File: config.mk
export PLATFORM = sky130hd
export DESIGN_NAME = msh_ctrl
export DESIGN_NICKNAME = d
export VERILOG_FILES = /design/src/rtl/msh_pkg.sv /design/src/rtl/msh_ctrl.sv
export SDC_FILE = /design/constraint.sdc
export NUM_CORES = 1
export LEC_CHECK = 0
export ABC_CLOCK_PERIOD_IN_PS = 1350
export BUFFER_PORTS_ARGS = -buffer_cell sky130_fd_sc_hd__buf_2
export CAP_MARGIN = 20
export CORE_ASPECT_RATIO = 0.8
export CORE_MARGIN = 2
export CORE_UTILIZATION = 25
export CTS_CLUSTER_DIAMETER = 120
export DETAILED_ROUTE_END_ITERATION = 6
export MAX_ROUTING_LAYER = met4
export PLACE_DENSITY = 0.51
export SLEW_MARGIN = 40
export SYNTH_ARGS = -nofsm -noshare
export SYNTH_HDL_FRONTEND = slang
export SYNTH_SLANG_ARGS = --single-unit
File: constraint.sdc
create_clock -name clock -period 1.35 [get_ports clock]
set_input_delay 0.135 -clock clock [delete_from_list [all_inputs] [get_ports clock]]
set_output_delay 0.135 -clock clock [all_outputs]
set_load 0.01 [all_outputs]
File: src/rtl/msh_pkg.sv
// Shared types, codes and constants for the masked sample histogram.
`timescale 1ns / 1ps

package msh_pkg;

   // Default sizes of the table and its fields
   localparam int DEF_TABLE_ENTRIES = 256;
   localparam int DEF_KEY_BITS      = 64;
   localparam int DEF_COUNT_BITS    = 32;

   // Hash: h = 8 ^ (key + seed + 513), all modulo 2^64
   localparam logic [63:0] HASH_SEED = 64'h0000_0000_9e37_79b9;
   localparam logic [63:0] HASH_BIAS = 64'd513;
   localparam logic [63:0] HASH_ADD  = HASH_SEED + HASH_BIAS;
   localparam logic [63:0] HASH_XOR  = 64'd8;

   // Command codes
   localparam logic [1:0] CMD_ADD   = 2'd0;
   localparam logic [1:0] CMD_READ  = 2'd1;
   localparam logic [1:0] CMD_CLEAR = 2'd2;

   // Result status codes
   localparam logic [2:0] ST_COUNTED    = 3'd0;
   localparam logic [2:0] ST_INSERTED   = 3'd1;
   localparam logic [2:0] ST_DROPPED    = 3'd2;
   localparam logic [2:0] ST_READ_VALID = 3'd3;
   localparam logic [2:0] ST_READ_EMPTY = 3'd4;
   localparam logic [2:0] ST_CLEARED    = 3'd5;

   // Input transaction
   typedef struct packed {
      logic [1:0]  command;
      logic [63:0] sample;
      logic [7:0]  slot_index;
   } req_type;

   // Result transaction
   typedef struct packed {
      logic [2:0]  status;
      logic [63:0] entry_key;
      logic [31:0] entry_count;
      logic [7:0]  entry_slot;
      logic [63:0] best_key;
      logic [31:0] best_count;
   } rsp_type;

   // Controller to datapath commands
   typedef struct packed {
      logic load_req;
      logic hash_step;
      logic rd_home;
      logic rd_next;
      logic rd_slot;
      logic commit_add;
      logic emit_drop;
      logic emit_read;
      logic emit_clear;
      logic sweep_write;
   } dp_cmd_type;

   // Datapath to controller status
   typedef struct packed {
      logic hash_ready;
      logic slot_empty;
      logic slot_match;
      logic probe_last;
      logic sweep_last;
      logic out_free;
   } dp_stat_type;

endpackage

File: src/rtl/msh_ctrl.sv
// Controller state machine of the masked sample histogram.
`timescale 1ns / 1ps

module msh_ctrl
   import msh_pkg::*;
(
   input  logic        clock,
   input  logic        reset,
   input  logic        req_valid,
   input  logic [1:0]  req_command,
   output logic        req_stall,
   input  dp_stat_type stat,
   output dp_cmd_type  cmd
);

   typedef enum logic [3:0] {
      SWEEP,
      IDLE,
      HASH,
      PROBE_EV,
      DROP,
      READ_RD,
      READ_EV,
      CLEAR,
      CLEAR_RSP
   } state_type;

   state_type state_ff, state_in;

   // Next state and datapath commands
   always_comb begin
      state_in  = state_ff;
      cmd       = '0;
      req_stall = (state_ff != IDLE);
      unique case (state_ff)
         SWEEP: begin
            cmd.sweep_write = 1'b1;
            if (stat.sweep_last) state_in = IDLE;
         end
         IDLE: begin
            if (req_valid) begin
               cmd.load_req = 1'b1;
               unique case (req_command)
                  CMD_ADD:   state_in = HASH;
                  CMD_READ:  state_in = READ_RD;
                  CMD_CLEAR: state_in = CLEAR;
                  default:   state_in = IDLE;
               endcase
            end
         end
         HASH: begin
            if (stat.hash_ready) begin
               cmd.rd_home = 1'b1;
               state_in    = PROBE_EV;
            end else begin
               cmd.hash_step = 1'b1;
            end
         end
         PROBE_EV: begin
            if (stat.slot_empty || stat.slot_match) begin
               if (stat.out_free) begin
                  cmd.commit_add = 1'b1;
                  state_in       = IDLE;
               end
            end else if (stat.probe_last) begin
               state_in = DROP;
            end else begin
               cmd.rd_next = 1'b1;
            end
         end
         DROP: begin
            if (stat.out_free) begin
               cmd.emit_drop = 1'b1;
               state_in      = IDLE;
            end
         end
         READ_RD: begin
            cmd.rd_slot = 1'b1;
            state_in    = READ_EV;
         end
         READ_EV: begin
            if (stat.out_free) begin
               cmd.emit_read = 1'b1;
               state_in      = IDLE;
            end
         end
         CLEAR: begin
            cmd.sweep_write = 1'b1;
            if (stat.sweep_last) state_in = CLEAR_RSP;
         end
         CLEAR_RSP: begin
            if (stat.out_free) begin
               cmd.emit_clear = 1'b1;
               state_in       = IDLE;
            end
         end
         default: state_in = IDLE;
      endcase
   end

   // State register
   always_ff @(posedge clock) begin
      if (reset) begin
         state_ff <= SWEEP;
      end else begin
         state_ff <= state_in;
      end
   end

endmodule

==> run metrics <==
Synth area leaders=dfxtp_1 (14%), nor2_1 (9.1%), ha_1 (6.5%), nand2b_1 (6.5%), a211oi_1 (3.9%); Slew Viols, Final=0; leak pwr=0.429 nW; TritonCTS clock tree=built; CTS max path bufs=2; CP Launch Type=flop; clock root cell=clkbuf_4; post-synth top area share=0.139; Yosys warnings=0; FF-to-FF Start=state_ff[1]; Skew-Pair Late Insertion Delay=240 ps; hold crit path type=in2reg; max-cap viol count=0; crit path DAT=1620 ps; PD cells=1280 mW/mm^2; clock power share=0.121; internal power=710 uW; share of post-route cells with drive strength above 1=0.610; # setup viols final=14; biggest registers after layout=state_ff: 4 flops; Yosys reg bits=4; Final ANT Viol Nets=0; Top Layer Used=met4; die width=57.8 um; Hold EP=state_ff[3]; initial core utilization=0.266; unrepaired setup endpoints after global routing=true; Fin. Hold Viols=0; RePlAce Congestion=0.783; Top Family by Delay on Critical Path=compound AO/OA/AOI/OAI gates; library cells used by synthesis=37; Final Skew=5.93 ps; sw power=512 uW; period utilization=1.13; Hold-fix buffers, CTS=0; core area=0.00218 sq mm; Sw Ratio=0.419; failing checks=negative setup slack; Initial DRC Count=23; Antenna Cells=0; initial antenna violation count=0; Mapped Nets=90; Buffers & Inverters on Critical Path=0; top_reg_cell synth=dfxtp_1; Total GRT Usage=0.144; vias=729; clk slew on worst S/H paths=30 ps; Worst Hold Launch=reset; DRT Pass-1 Iters=4; maximum vdd ir drop=0.512 mV; synthesized cell area=578 sq um; met1 wire length=759 um; number of I/O port buffers=21; Top reg by flops=state_ff; Worst Tran Pin Value=364 ps; number of global-route vias before repair=625; Flop pwr share=0.183; DR WL/cell=12.7 um; Syn Inst Count=76; setup slack after layout=-176 ps; status=complete, but fails checks; Slew HR=0.756; Avg Inst Size Synth=7.61 sq um; reg2reg end=state_ff[1]; Setup CP Type=reg2reg; Tot Pwr=1.22 mW; critical path cell sequence=or3_4 -> a211oi_4 -> a21o_4 -> o32ai_2; drt via density=5.10; first-pass GRT wire length=2780 um; total wire length=1810 um; Period minus WS final=1530 ps; H-tree Lvls=1; largest fanout on the critical path=8; Die H=47.0 um; drt drc=0; # rows=15; Area Overhead vs Synth=64.7%; hold-critical path depth=2; met2 routed WL=940 um; CTS sink count=4; R2R setup slack=-180 ps; cell with the most instances after synthesis=nor2_1; Die ar.=0.00272 sq mm; reg2reg path depth=4; Required @ worst endpoint=1450 ps; TritonCTS buffer count=3; CP Capture Type=flop; Setup Total Neg Slack=-1490 ps; Logic pwr share=0.696; max FFs per register=4; Seq/Total Area, Yosys=0.139; final HPWL from detailed placement=1400 um; # nets final=134; met3 wire length=96 um; io pins=22; largest net degree at the start of global routing=12; slowest CP cell=or3_4; CP peak stage delay=420 ps; Synth top cells by count=nor2_1 (14), nand2b_1 (6), inv_1 (5); max frequency=655 MHz; Async SR Flop Fraction=0; Post-synth EDFFs=0; grt ovf=0; leading area contributor after synthesis=dfxtp_1
## final cells by class
cell class                      instances  area [sq um]
Fill cell                             230          1220
Tap cell                               25          31.3
Inverter                                5          18.8
Sequential cell                         4          92.6
Multi-Input combinational cell         63           509
Timing Repair Buffer                   43           278
Clock buffer                            3          22.5
## layout by cell type (no fill, tap or decap), types with 2 or more instances in the layout
cell type,count
o21a_1,2
o21bai_1,2
inv_1,5
buf_2,21
nor2_1,11
a21oi_1,2
nand2b_1,4
nand2b_4,2
or2_2,2
nor3_2,2
or4b_4,2
o32ai_2,2
nor2_2,3
buf_4,20
buf_6,2
clkbuf_4,3
dfxtp_4,3
ha_1,3
a211oi_1,3
## stage by stage
stage	hold WS (ps)	std cells	util	cell area (sq um)	setup slack, ps
2_1_floorplan	204	76	-	583	7.54
4_1_cts	115	140	0.411	896	-166
5_1_grt	123	143	0.437	952	-235
3_5_place_dp	370	137	0.383	833	-162
3_3_place_gp	366	137	0.383	833	-131
6_report	137	143	0.437	952	-176
## cells by family after synthesis
group	count (synthesis)	share of synthesized area
AOI/OAI and AO/OA	23	0.338
buffers and inverters	9	0.0823
DFF	4	0.139
and+or+nand+nor	37	0.377
adders and majority gates	3	0.0649
## how the worst max path moves through the flow
stage | endpoint | start | cells past startpoint
2_1_floorplan | state_ff[1] | state_ff[0] | 4
3_3_place_gp | state_ff[1] | state_ff[0] | 4
3_5_place_dp | state_ff[0] | state_ff[0] | 4
4_1_cts | cmd[8] | state_ff[0] | 3
5_1_grt | cmd[1] | state_ff[2] | 3
6_report | state_ff[1] | state_ff[1] | 4
## power groups by stage
stage	registers [mW]	logic, mW	clock network, mW
2_1_floorplan	0.178	0.475	0
3_3_place_gp	0.200	0.736	0
3_5_place_dp	0.203	0.734	0
4_1_cts	0.221	0.763	0.156
5_1_grt	0.230	0.917	0.176
6_report	0.223	0.851	0.148
## per-layer routing
layer,vias up,track usage
li1,364,-
met1,338,0.160
met2,25,0.257
met3,2,0.0331
met4,0,0.0558
met5,-,-
## repair_timing
item,CTS,global route
resized for setup,13,8
endpoints found under the setup margin,15,15
setup buffers,0,3
hold endpoints to repair,0,0
pin swaps,7,8
Power figures use the tool's default switching activity.
